<file path="src/sv/lhtm_pkg.sv">
// lhtm_pkg: item structs, event kinds, tier codes, register indexes and reset values
// for the link health tier monitor; no dependencies
package lhtm_pkg;

  localparam int RTT_W      = 16;
  localparam int SEQ_W      = 8;
  localparam int QBYTES_W   = 24;
  localparam int JIT_W      = 10;
  // square of a jitter threshold
  localparam int JSQ_W      = 2 * JIT_W;
  localparam int CNT32_W    = 32;
  localparam int CFG_IDX_W  = 3;
  localparam int CFG_DATA_W = 24;

  localparam logic [2:0] KIND_RTT        = 3'd0;
  localparam logic [2:0] KIND_SEQ        = 3'd1;
  localparam logic [2:0] KIND_BUF        = 3'd2;
  localparam logic [2:0] KIND_CONNECT    = 3'd3;
  localparam logic [2:0] KIND_DISCONNECT = 3'd4;
  localparam logic [2:0] KIND_TICK       = 3'd5;

  localparam logic [1:0] TIER_GREEN  = 2'd0;
  localparam logic [1:0] TIER_YELLOW = 2'd1;
  localparam logic [1:0] TIER_ORANGE = 2'd2;
  localparam logic [1:0] TIER_RED    = 2'd3;

  localparam logic [CFG_IDX_W-1:0] CFG_RTT_RED    = 3'd0;
  localparam logic [CFG_IDX_W-1:0] CFG_RTT_ORANGE = 3'd1;
  localparam logic [CFG_IDX_W-1:0] CFG_RTT_YELLOW = 3'd2;
  localparam logic [CFG_IDX_W-1:0] CFG_JIT_ORANGE = 3'd3;
  localparam logic [CFG_IDX_W-1:0] CFG_JIT_YELLOW = 3'd4;
  localparam logic [CFG_IDX_W-1:0] CFG_BUF_ORANGE = 3'd5;
  localparam logic [CFG_IDX_W-1:0] CFG_BUF_YELLOW = 3'd6;

  localparam logic [RTT_W-1:0]    RST_RTT_RED    = 16'd200;
  localparam logic [RTT_W-1:0]    RST_RTT_ORANGE = 16'd100;
  localparam logic [RTT_W-1:0]    RST_RTT_YELLOW = 16'd50;
  localparam logic [JIT_W-1:0]    RST_JIT_ORANGE = 10'd50;
  localparam logic [JIT_W-1:0]    RST_JIT_YELLOW = 10'd20;
  localparam logic [QBYTES_W-1:0] RST_BUF_ORANGE = 24'd48000;
  localparam logic [QBYTES_W-1:0] RST_BUF_YELLOW = 24'd19200;

  typedef struct packed {
    logic [2:0]          kind;
    logic [RTT_W-1:0]    rtt_ms;
    logic [SEQ_W-1:0]    sequence_req;
    logic [QBYTES_W-1:0] queue_bytes;
  } in_item_t;

  typedef struct packed {
    logic [1:0]         tier;
    logic               tier_changed;
    logic [CNT32_W-1:0] lost_interval;
    logic [CNT32_W-1:0] total_interval;
    logic [CNT32_W-1:0] lost_total;
    logic [CNT32_W-1:0] total_total;
  } out_item_t;

endpackage

</file>
<file path="src/sv/lhtm_ram.sv">
// lhtm_ram: generic single-write, single-read ram with registered read data
// no dependencies
module lhtm_ram #(
  parameter int WIDTH = 16,
  parameter int DEPTH = 16
) (
  input  logic                                  clk_i,
  input  logic                                  we_i,
  input  logic [((DEPTH > 1) ? $clog2(DEPTH) : 1)-1:0] waddr_i,
  input  logic [WIDTH-1:0]                      wdata_i,
  input  logic [((DEPTH > 1) ? $clog2(DEPTH) : 1)-1:0] raddr_i,
  output logic [WIDTH-1:0]                      rdata_o
);

  logic [WIDTH-1:0] mem_q [DEPTH];
  logic [WIDTH-1:0] rdata_q;

  always_ff @(posedge clk_i) begin
    if (we_i) begin
      mem_q[waddr_i] <= wdata_i;
    end
    rdata_q <= mem_q[raddr_i];
  end

  assign rdata_o = rdata_q;

endmodule

</file>
<file path="src/sv/lhtm_mul.sv">
// lhtm_mul: shared unsigned multiplier with a registered, enabled product
// no dependencies
module lhtm_mul #(
  parameter int WIDTH = 20
) (
  input  logic               clk_i,
  input  logic               en_i,
  input  logic [WIDTH-1:0]   a_i,
  input  logic [WIDTH-1:0]   b_i,
  output logic [2*WIDTH-1:0] p_o
);

  logic [2*WIDTH-1:0] p_q;

  // product holds while not enabled, so a waiting step still sees it
  always_ff @(posedge clk_i) begin
    if (en_i) begin
      p_q <= {{WIDTH{1'b0}}, a_i} * {{WIDTH{1'b0}}, b_i};
    end
  end

  assign p_o = p_q;

endmodule

</file>
<file path="src/sv/link_health_tier_monitor_core.sv">
// path from accept to the result register: sequence, buffer, connect, disconnect, idle tick
// and unused kinds load it from exec, an rtt sample goes through exec, r1 and r2, a tick while
// connected through exec and t1 to t8; one item at a time, taken only in idle; a tick runs
// eight products through the one shared multiplier (n^2, n*sumsq in two halves, sum^2, two
// thresholds squared and scaled by n^2); a stalled result waits in its final state
// async active-low reset: defaults in config, tier red, counters clear, window ram not cleared
module link_health_tier_monitor_core #(
  parameter int RTT_WINDOW_DEPTH = 16
) (
  input  logic                                  clk_i,
  input  logic                                  rst_ni,
  input  logic                                  in_valid_i,
  output logic                                  in_stall_o,
  input  lhtm_pkg::in_item_t                    in_item_i,
  output logic                                  out_valid_o,
  input  logic                                  out_stall_i,
  output lhtm_pkg::out_item_t                   out_item_o,
  input  logic                                  cfg_we_i,
  input  logic [lhtm_pkg::CFG_IDX_W-1:0]        cfg_index_i,
  input  logic [lhtm_pkg::CFG_DATA_W-1:0]       cfg_wdata_i
);

  import lhtm_pkg::*;

  localparam int LOG_D  = $clog2(RTT_WINDOW_DEPTH);
  localparam int IDX_W  = (RTT_WINDOW_DEPTH > 1) ? LOG_D : 1;
  localparam int CNT_W  = $clog2(RTT_WINDOW_DEPTH + 1);
  localparam int SUM_W  = RTT_W + LOG_D;
  localparam int SQ_W   = 2 * RTT_W + LOG_D;
  localparam int MUL_W  = (SUM_W > JSQ_W) ? SUM_W : JSQ_W;
  localparam int PROD_W = 2 * MUL_W;
  localparam int LHS_W  = CNT_W + SQ_W;
  localparam int WIDE_W = (LHS_W > PROD_W) ? LHS_W : PROD_W;

  localparam logic [3:0] S_IDLE = 4'd0;
  localparam logic [3:0] S_EXEC = 4'd1;
  localparam logic [3:0] S_R1   = 4'd2;
  localparam logic [3:0] S_R2   = 4'd3;
  localparam logic [3:0] S_T1   = 4'd4;
  localparam logic [3:0] S_T2   = 4'd5;
  localparam logic [3:0] S_T3   = 4'd6;
  localparam logic [3:0] S_T4   = 4'd7;
  localparam logic [3:0] S_T5   = 4'd8;
  localparam logic [3:0] S_T6   = 4'd9;
  localparam logic [3:0] S_T7   = 4'd10;
  localparam logic [3:0] S_T8   = 4'd11;

  function automatic logic [1:0] tier_max(logic [1:0] a, logic [1:0] b);
    return (a > b) ? a : b;
  endfunction

  function automatic logic [CNT32_W-1:0] sat_add(logic [CNT32_W-1:0] a,
                                                 logic [CNT32_W-1:0] b);
    logic [CNT32_W:0] s;
    s = {1'b0, a} + {1'b0, b};
    return s[CNT32_W] ? {CNT32_W{1'b1}} : s[CNT32_W-1:0];
  endfunction

  // config registers
  logic [RTT_W-1:0]    rtt_red_q, rtt_orange_q, rtt_yellow_q;
  logic [JIT_W-1:0]    jit_orange_q, jit_yellow_q;
  logic [QBYTES_W-1:0] buf_orange_q, buf_yellow_q;

  // control and monitor state
  logic [3:0]          state_q, state_d;
  logic [CNT_W-1:0]    count_q, count_d;
  logic [IDX_W-1:0]    head_q, head_d;
  logic [SUM_W-1:0]    sum_q, sum_d;
  logic [SQ_W-1:0]     sq_q, sq_d;
  logic                have_q, have_d;
  logic [RTT_W-1:0]    latest_q, latest_d;
  logic [SEQ_W-1:0]    prev_seq_q, prev_seq_d;
  logic                prev_valid_q, prev_valid_d;
  logic [CNT32_W-1:0]  lost_int_q, lost_int_d;
  logic [CNT32_W-1:0]  rcv_int_q, rcv_int_d;
  logic [CNT32_W-1:0]  lost_tot_q, lost_tot_d;
  logic [CNT32_W-1:0]  rcv_tot_q, rcv_tot_d;
  logic [QBYTES_W-1:0] buf_q, buf_d;
  logic                link_up_q, link_up_d;
  logic                seen_q, seen_d;
  logic                was_seen_q, was_seen_d;
  logic [1:0]          stale_q, stale_d;
  logic [1:0]          tier_q, tier_d;
  logic                out_valid_q, out_valid_d;

  // payload registers
  in_item_t            item_q;
  out_item_t           out_q, out_d;
  logic [2*RTT_W-1:0]  vv_q;
  logic [2*CNT_W-1:0]  n2_q;
  logic [WIDE_W-1:0]   lhs_q;
  logic [WIDE_W-1:0]   spread_q;
  logic                jo_hit_q;

  // datapath wires
  logic                in_accept;
  logic                out_free;
  logic                out_load;
  logic                changed;
  logic                tick_clear;
  logic                full;
  logic [SEQ_W-1:0]    gap;
  logic                jy_hit;
  logic [1:0]          rated_tier;
  logic                mul_en;
  logic [MUL_W-1:0]    mul_a, mul_b;
  logic [PROD_W-1:0]   prod;
  logic                ram_we;
  logic [RTT_W-1:0]    ram_rdata;
  logic [WIDE_W-1:0]   prod_wide;

  assign in_accept = in_valid_i && !in_stall_o;
  assign in_stall_o = (state_q != S_IDLE);
  assign out_free = !out_valid_q || !out_stall_i;
  assign full = (count_q == CNT_W'(RTT_WINDOW_DEPTH));
  assign gap = item_q.sequence_req - (prev_seq_q + SEQ_W'(1));
  assign prod_wide = WIDE_W'(prod);
  assign jy_hit = (spread_q > prod_wide);

  lhtm_mul #(
    .WIDTH (MUL_W)
  ) u_mul (
    .clk_i (clk_i),
    .en_i  (mul_en),
    .a_i   (mul_a),
    .b_i   (mul_b),
    .p_o   (prod)
  );

  lhtm_ram #(
    .WIDTH (RTT_W),
    .DEPTH (RTT_WINDOW_DEPTH)
  ) u_window (
    .clk_i   (clk_i),
    .we_i    (ram_we),
    .waddr_i (head_q),
    .wdata_i (item_q.rtt_ms),
    .raddr_i (head_q),
    .rdata_o (ram_rdata)
  );

  // health rating for a tick
  always_comb begin
    rated_tier = TIER_GREEN;
    if (have_q) begin
      if (latest_q > rtt_red_q) begin
        rated_tier = TIER_RED;
      end else if (latest_q > rtt_orange_q) begin
        rated_tier = TIER_ORANGE;
      end else if (latest_q > rtt_yellow_q) begin
        rated_tier = TIER_YELLOW;
      end
    end
    if (jo_hit_q) begin
      rated_tier = tier_max(rated_tier, TIER_ORANGE);
    end else if (jy_hit) begin
      rated_tier = tier_max(rated_tier, TIER_YELLOW);
    end
    if (buf_q > buf_orange_q) begin
      rated_tier = tier_max(rated_tier, TIER_ORANGE);
    end else if (buf_q > buf_yellow_q) begin
      rated_tier = tier_max(rated_tier, TIER_YELLOW);
    end
    if (was_seen_q && !seen_q) begin
      rated_tier = tier_max(rated_tier, TIER_ORANGE);
    end
    if (stale_q >= 2'd2) begin
      rated_tier = TIER_RED;
    end else if (stale_q >= 2'd1) begin
      rated_tier = tier_max(rated_tier, TIER_ORANGE);
    end
  end

  // sequencer and state update
  always_comb begin
    state_d      = state_q;
    count_d      = count_q;
    head_d       = head_q;
    sum_d        = sum_q;
    sq_d         = sq_q;
    have_d       = have_q;
    latest_d     = latest_q;
    prev_seq_d   = prev_seq_q;
    prev_valid_d = prev_valid_q;
    lost_int_d   = lost_int_q;
    rcv_int_d    = rcv_int_q;
    lost_tot_d   = lost_tot_q;
    rcv_tot_d    = rcv_tot_q;
    buf_d        = buf_q;
    link_up_d    = link_up_q;
    seen_d       = seen_q;
    was_seen_d   = was_seen_q;
    stale_d      = stale_q;
    tier_d       = tier_q;
    changed      = 1'b0;
    tick_clear   = 1'b0;
    out_load     = 1'b0;
    mul_en       = 1'b0;
    mul_a        = '0;
    mul_b        = '0;
    ram_we       = 1'b0;

    case (state_q)
      S_IDLE: begin
        if (in_accept) begin
          state_d = S_EXEC;
        end
      end
      S_EXEC: begin
        if (item_q.kind == KIND_RTT) begin
          mul_en  = 1'b1;
          mul_a   = MUL_W'(item_q.rtt_ms);
          mul_b   = MUL_W'(item_q.rtt_ms);
          state_d = S_R1;
        end else if (item_q.kind == KIND_TICK && link_up_q) begin
          mul_en  = 1'b1;
          mul_a   = MUL_W'(count_q);
          mul_b   = MUL_W'(count_q);
          state_d = S_T1;
        end else if (out_free) begin
          out_load = 1'b1;
          state_d  = S_IDLE;
          case (item_q.kind)
            KIND_SEQ: begin
              rcv_int_d = sat_add(rcv_int_q, CNT32_W'(1));
              rcv_tot_d = sat_add(rcv_tot_q, CNT32_W'(1));
              seen_d    = 1'b1;
              // forward gap of 1 to 127 counts as loss
              if (prev_valid_q && gap != '0 && !gap[SEQ_W-1]) begin
                lost_int_d = sat_add(lost_int_q, CNT32_W'(gap));
                lost_tot_d = sat_add(lost_tot_q, CNT32_W'(gap));
              end
              prev_seq_d   = item_q.sequence_req;
              prev_valid_d = 1'b1;
            end
            KIND_BUF: begin
              buf_d = item_q.queue_bytes;
            end
            KIND_CONNECT: begin
              link_up_d    = 1'b1;
              count_d      = '0;
              head_d       = '0;
              sum_d        = '0;
              sq_d         = '0;
              have_d       = 1'b0;
              latest_d     = '0;
              prev_valid_d = 1'b0;
              lost_int_d   = '0;
              rcv_int_d    = '0;
              lost_tot_d   = '0;
              rcv_tot_d    = '0;
              seen_d       = 1'b0;
              was_seen_d   = 1'b0;
              stale_d      = '0;
              tier_d       = TIER_GREEN;
              changed      = 1'b1;
            end
            KIND_DISCONNECT: begin
              link_up_d = 1'b0;
              seen_d    = 1'b0;
              have_d    = 1'b0;
              latest_d  = '0;
              tier_d    = TIER_RED;
              changed   = 1'b1;
            end
            default: begin
              // tick while down and unused kinds leave state alone
            end
          endcase
        end
      end
      S_R1: begin
        // ram read data holds the entry at the head
        mul_en  = 1'b1;
        mul_a   = MUL_W'(ram_rdata);
        mul_b   = MUL_W'(ram_rdata);
        state_d = S_R2;
      end
      S_R2: begin
        if (out_free) begin
          out_load = 1'b1;
          state_d  = S_IDLE;
          ram_we   = 1'b1;
          sum_d    = sum_q + SUM_W'(item_q.rtt_ms) - (full ? SUM_W'(ram_rdata) : '0);
          sq_d     = sq_q + SQ_W'(vv_q) - (full ? SQ_W'(prod) : '0);
          count_d  = full ? count_q : count_q + CNT_W'(1);
          head_d   = (head_q == IDX_W'(RTT_WINDOW_DEPTH - 1)) ? '0 : head_q + IDX_W'(1);
          latest_d = item_q.rtt_ms;
          have_d   = 1'b1;
          stale_d  = '0;
        end
      end
      S_T1: begin
        mul_en  = 1'b1;
        mul_a   = MUL_W'(count_q);
        mul_b   = MUL_W'(sq_q[MUL_W-1:0]);
        state_d = S_T2;
      end
      S_T2: begin
        mul_en  = 1'b1;
        mul_a   = MUL_W'(count_q);
        mul_b   = MUL_W'(sq_q[SQ_W-1:MUL_W]);
        state_d = S_T3;
      end
      S_T3: begin
        mul_en  = 1'b1;
        mul_a   = MUL_W'(sum_q);
        mul_b   = MUL_W'(sum_q);
        state_d = S_T4;
      end
      S_T4: begin
        mul_en  = 1'b1;
        mul_a   = MUL_W'(jit_orange_q);
        mul_b   = MUL_W'(jit_orange_q);
        state_d = S_T5;
      end
      S_T5: begin
        mul_en  = 1'b1;
        mul_a   = MUL_W'(prod[JSQ_W-1:0]);
        mul_b   = MUL_W'(n2_q);
        state_d = S_T6;
      end
      S_T6: begin
        mul_en  = 1'b1;
        mul_a   = MUL_W'(jit_yellow_q);
        mul_b   = MUL_W'(jit_yellow_q);
        state_d = S_T7;
      end
      S_T7: begin
        mul_en  = 1'b1;
        mul_a   = MUL_W'(prod[JSQ_W-1:0]);
        mul_b   = MUL_W'(n2_q);
        state_d = S_T8;
      end
      S_T8: begin
        if (out_free) begin
          out_load   = 1'b1;
          state_d    = S_IDLE;
          tick_clear = 1'b1;
          tier_d     = rated_tier;
          changed    = (rated_tier != tier_q);
          stale_d    = (stale_q >= 2'd2) ? stale_q : stale_q + 2'd1;
          lost_int_d = '0;
          rcv_int_d  = '0;
          was_seen_d = was_seen_q | seen_q;
          seen_d     = 1'b0;
        end
      end
      default: begin
        state_d = S_IDLE;
      end
    endcase

    out_d.tier           = tier_d;
    out_d.tier_changed   = changed;
    // a tick reports the interval counts from before clearing
    out_d.lost_interval  = tick_clear ? lost_int_q : lost_int_d;
    out_d.total_interval = tick_clear ? rcv_int_q : rcv_int_d;
    out_d.lost_total     = lost_tot_d;
    out_d.total_total    = rcv_tot_d;

    out_valid_d = out_valid_q && out_stall_i;
    if (out_load) begin
      out_valid_d = 1'b1;
    end
  end

  always_ff @(posedge clk_i or negedge rst_ni) begin
    if (!rst_ni) begin
      rtt_red_q    <= RST_RTT_RED;
      rtt_orange_q <= RST_RTT_ORANGE;
      rtt_yellow_q <= RST_RTT_YELLOW;
      jit_orange_q <= RST_JIT_ORANGE;
      jit_yellow_q <= RST_JIT_YELLOW;
      buf_orange_q <= RST_BUF_ORANGE;
      buf_yellow_q <= RST_BUF_YELLOW;
    end else if (cfg_we_i) begin
      case (cfg_index_i)
        CFG_RTT_RED:    rtt_red_q    <= cfg_wdata_i[RTT_W-1:0];
        CFG_RTT_ORANGE: rtt_orange_q <= cfg_wdata_i[RTT_W-1:0];
        CFG_RTT_YELLOW: rtt_yellow_q <= cfg_wdata_i[RTT_W-1:0];
        CFG_JIT_ORANGE: jit_orange_q <= cfg_wdata_i[JIT_W-1:0];
        CFG_JIT_YELLOW: jit_yellow_q <= cfg_wdata_i[JIT_W-1:0];
        CFG_BUF_ORANGE: buf_orange_q <= cfg_wdata_i[QBYTES_W-1:0];
        CFG_BUF_YELLOW: buf_yellow_q <= cfg_wdata_i[QBYTES_W-1:0];
        default: begin
        end
      endcase
    end
  end

  always_ff @(posedge clk_i or negedge rst_ni) begin
    if (!rst_ni) begin
      state_q      <= S_IDLE;
      count_q      <= '0;
      head_q       <= '0;
      sum_q        <= '0;
      sq_q         <= '0;
      have_q       <= 1'b0;
      latest_q     <= '0;
      prev_seq_q   <= '0;
      prev_valid_q <= 1'b0;
      lost_int_q   <= '0;
      rcv_int_q    <= '0;
      lost_tot_q   <= '0;
      rcv_tot_q    <= '0;
      buf_q        <= '0;
      link_up_q    <= 1'b0;
      seen_q       <= 1'b0;
      was_seen_q   <= 1'b0;
      stale_q      <= '0;
      tier_q       <= TIER_RED;
      out_valid_q  <= 1'b0;
    end else begin
      state_q      <= state_d;
      count_q      <= count_d;
      head_q       <= head_d;
      sum_q        <= sum_d;
      sq_q         <= sq_d;
      have_q       <= have_d;
      latest_q     <= latest_d;
      prev_seq_q   <= prev_seq_d;
      prev_valid_q <= prev_valid_d;
      lost_int_q   <= lost_int_d;
      rcv_int_q    <= rcv_int_d;
      lost_tot_q   <= lost_tot_d;
      rcv_tot_q    <= rcv_tot_d;
      buf_q        <= buf_d;
      link_up_q    <= link_up_d;
      seen_q       <= seen_d;
      was_seen_q   <= was_seen_d;
      stale_q      <= stale_d;
      tier_q       <= tier_d;
      out_valid_q  <= out_valid_d;
    end
  end

  // payload and jitter working registers
  always_ff @(posedge clk_i) begin
    if (in_accept) begin
      item_q <= in_item_i;
    end
    if (out_load) begin
      out_q <= out_d;
    end
    case (state_q)
      S_R1: vv_q <= prod[2*RTT_W-1:0];
      S_T1: n2_q <= prod[2*CNT_W-1:0];
      S_T2: lhs_q <= prod_wide;
      S_T3: lhs_q <= lhs_q + (prod_wide << MUL_W);
      S_T4: spread_q <= (lhs_q > prod_wide) ? lhs_q - prod_wide : '0;
      S_T6: jo_hit_q <= (spread_q > prod_wide);
      default: begin
      end
    endcase
  end

  assign out_valid_o = out_valid_q;
  assign out_item_o  = out_q;

endmodule

</file>
<file path="config.mk">
export PLATFORM = sky130hd
export DESIGN_NAME = link_health_tier_monitor_core
export DESIGN_NICKNAME = d
export VERILOG_FILES = /design/src/sv/lhtm_pkg.sv /design/src/sv/lhtm_ram.sv /design/src/sv/lhtm_mul.sv /design/src/sv/link_health_tier_monitor_core.sv
export SDC_FILE = /design/constraint.sdc
export NUM_CORES = 2
export LEC_CHECK = 0
export ABC_AREA = 1
export BUFFER_PORTS_ARGS = -buffer_cell sky130_fd_sc_hd__clkbuf_2
export CAP_MARGIN = 20
export CORE_MARGIN = 5
export CORE_UTILIZATION = 55
export DETAILED_ROUTE_END_ITERATION = 6
export PLACE_DENSITY = 0.77
export SLEW_MARGIN = 5
export SYNTH_ARGS = -nofsm -noshare
export SYNTH_HDL_FRONTEND = slang
export SYNTH_HIERARCHICAL = 1
export SYNTH_SLANG_ARGS = --single-unit
</file>
<file path="constraint.sdc">
create_clock -name clk_i -period 21.4 [get_ports clk_i]
set_input_delay 1.07 -clock clk_i [delete_from_list [all_inputs] [get_ports clk_i]]
set_output_delay 1.07 -clock clk_i [all_outputs]
set_load 0.005 [all_outputs]
</file>
==> flow_summary.yaml <==
status:
  outcome: "finished, final reports clean"
clock_network:
  htreeDepth: 3
  clkLatencyLatePin_ns: 0.74
  hold_buffers: 0
  root_buffer: "clkbuf_16"
  cts.sinks: 990
  post_cts_resized: 0
  clkTransAtPathRegs_ns: 0.06
  postCtsSetupBuffers: 0
  cts_buffers: 105
  cts_buffer_depth: 3
  cts_tree: "yes"
die:
  die_width_um: 368
  start_util_pct: 55.3
  die_y_um: 368
  rows: 131
  die_area_sq_um: 135000
  io_pins: 216
  core_sq_um: 127000
timing:
  final.setup.tns_ns: 0
  hold_slack_ns: 0.295
  finalMaxSlewViolations: 0
  rsz0062_at_grt: "false"
  hold_viol: 0
  setup_ws_ns: 12.38
  finClkSkew_ns: 0.0323
  finalSetupViolCount: 0
  max-slew-margin-rel_pct: 21.0
  period_share_pct: 42.1
  max_freq_mhz: 111
  worst_pin_slew_ns: 1.17
  min_period_ns: 9.02
critical_path:
  cp_max_fo: 32
  cp-start-kind: "register"
  arrival_ns: 9.51
  cp_slowest_stage_delay_ns: 0.69
  cp.required_ns: 21.90
  path_class: "reg -> reg"
  path_common_cell: "inv_1"
  critPathCaptureType: "register"
  worstRegToRegCells: 37
  critPathSlowestCell: "nor2_1"
global_route:
  grt_pass1_vias: 58753
  antenna_found_initial: 2
  grt_pass1_wl_mm: 324
  grt_use_total_pct: 30.4
  grt_max_degree: 102
  grt_overflow: 0
finish:
  post-route-util_pct: 60.4
  syn2layout_area_growth_pct: 9.20
  num-nets-final: 9572
  drive_gt1_share_pct: 7.50
synth:
  ys_warn_count: 6
  syn-cell-area_sq_um: 70400
  netlist_instances: 8537
  synth_flop_cell: "edfxtp_1"
  ys_seq_elements: 990
  synth_edf_count: 603
  yosys.cell_types.count: 64
  yosysSeqAreaShare_pct: 39.4
  synthArstFlopShare_pct: 37.5
  syn_nets: 9428
  synth.avg_cell_area_sq_um: 8.25
place:
  portBuffers: 215
  routabilityCongestion: 0.987
  pre_cts_ws_ns: 12.47
  dp_hpwl_mm: 155
worst_hold_path:
  hp-class: "in -> async"
power_and_ir_drop:
  cellPowerDensity_nw_per_um2: 137
  total_power_mw: 10.6
  leakagePower_nw: 38.4
  peakVddDrop_mv: 0.0992
job:
  drv_cap: 0
detailed_routing:
  wire_per_inst_um: 20.0
  wl_mm: 208
  post_drt_via_cell_ratio: 5.66
  drt-pass1-iter-count: 6
  drt-initial-drc-count: 6622
  drcViolationCount: 0
  vias: 59078
  ant_nets: 0
==> worst max-delay path: cells and delay by family, from the launching register on <==
kind	cells	cell delay [ns]
flops	1	0.41
buf+inv	12	1.30
compound gates	2	0.66
fa+ha+maj	8	4.02
simple gates	15	2.40
==> registers in the layout, indices dropped and copies added, names as in the netlist, 16 cells and up <==
name              cells
rtt_red_q            16
lhs_q                41
u_window/rdata_o     16
rtt_yellow_q         16
sq_q                 36
rcv_tot_q            32
lost_int_q           32
spread_q             41
buf_q                24
lost_tot_q           32
u_window/mem_q      256
buf_yellow_q         24
out_item_o          131
u_mul/p_o            40
buf_orange_q         24
sum_q                20
latest_q             16
rtt_orange_q         16
vv_q                 32
item_q               51
rcv_int_q            32
==> metal layers <==
| layer | GRT usage [%] | share of wire [%] | vias up |
|---|---|---|---|
| met5 | 0 | 0 | - |
| met4 | 14.1 | 5.5 | 0 |
| met3 | 4.56 | 8.4 | 625 |
| met2 | 50.1 | 46 | 2803 |
| met1 | 39.9 | 40 | 28119 |
| li1 | - | - | 27531 |
==> cell usage after synthesis, types with 21 or more instances <==
library cell | number | area share (%)
nand4_1 | 90 | 0.80
dfstp_2 | 27 | 1.0
nand2_1 | 2160 | 12
or2_2 | 30 | 0.27
nor3_1 | 80 | 0.57
xnor2_1 | 34 | 0.42
clkbuf_1 | 195 | 1.0
a22oi_1 | 26 | 0.28
a21oi_1 | 338 | 2.4
fa_1 | 373 | 11
nor4_1 | 21 | 0.19
buf_2 | 50 | 0.36
nor2_1 | 530 | 2.8
o22ai_1 | 61 | 0.54
o21bai_1 | 24 | 0.26
xor2_1 | 78 | 0.97
nand3_1 | 487 | 3.5
o21ai_0 | 495 | 3.5
edfxtp_1 | 603 | 26
ha_1 | 435 | 7.7
o211ai_1 | 51 | 0.54
inv_1 | 1679 | 8.9
a31oi_1 | 29 | 0.26
dfrtp_1 | 344 | 12
==> worst paths after layout <==
kind	startpoint	endpoint	slack [ns]
setup reg to reg	state_q[3]	u_mul/p_o[30]	12.38
min in group clk_i	u_mul/p_o[29]	vv_q[29]	0.45
max in group asynchronous	rst_ni	lost_tot_q[12]	19.04
setup / recovery	state_q[3]	u_mul/p_o[30]	12.38
hold / removal	rst_ni	rcv_tot_q[14]	0.30
hold reg to reg	u_mul/p_o[29]	vv_q[29]	0.45
==> stage by stage <==
stage	instances	instance area, sq um
2_1_floorplan	8537	70400
6_report	10437	76900
3_3_place_gp	10232	73300
4_1_cts	10429	76800
3_5_place_dp	10232	73300
5_1_grt	10433	76900
==> logic make-up (layout without fill, tap and decap cells) <==
group / Yosys count / in the layout / share of synthesized area, %
AOI/OAI and AO/OA: 1145 / 1145 / 9.10
xor gates and xnor gates: 112 / 112 / 1.39
adders and majority gates: 808 / 808 / 18.3
buffers and inverters: 1976 / 2210 / 10.8
DFF: 990 / 990 / 39.4
muxes: 23 / 23 / 0.368
other: 0 / 4 / 0
and+or+nand+nor: 3483 / 3483 / 20.6
==> cell usage in the layout (no fill, tap or decap), drive strengths merged, types with 29 or more instances in the layout <==
cell / n
xnor2: 34
clkbuf: 350
inv: 1703
or2: 31
o211ai: 51
a31oi: 29
a21oi: 340
edfxtp: 603
buf: 101
o22ai: 61
dfrtp: 344
nand4: 92
nor2: 552
fa: 373
nor3: 82
nand2: 2179
nand3: 499
xor2: 78
ha: 435
o21ai: 515
clkinv: 44
==> cell type report <==
class / count / area [sq um]
diodes: 4 / 10.0
clock buffers: 136 / 2870
clock inverters: 61 / 624
fillers: 10971 / 50500
inverters: 1698 / 6370
multi-input cells: 5571 / 35300
flip-flops and latches: 990 / 27800
well taps: 1662 / 2080
repair buffers: 315 / 1910
==> where the power goes <==
part	internal, mW	switching [mW]	leakage (nW)
Combinational	1.73	3.80	26.3
Clock	1.04	0.811	1.70
Sequential	2.71	0.469	10.5
Total	5.48	5.08	38.4
(Power assumes the default switching activity.)
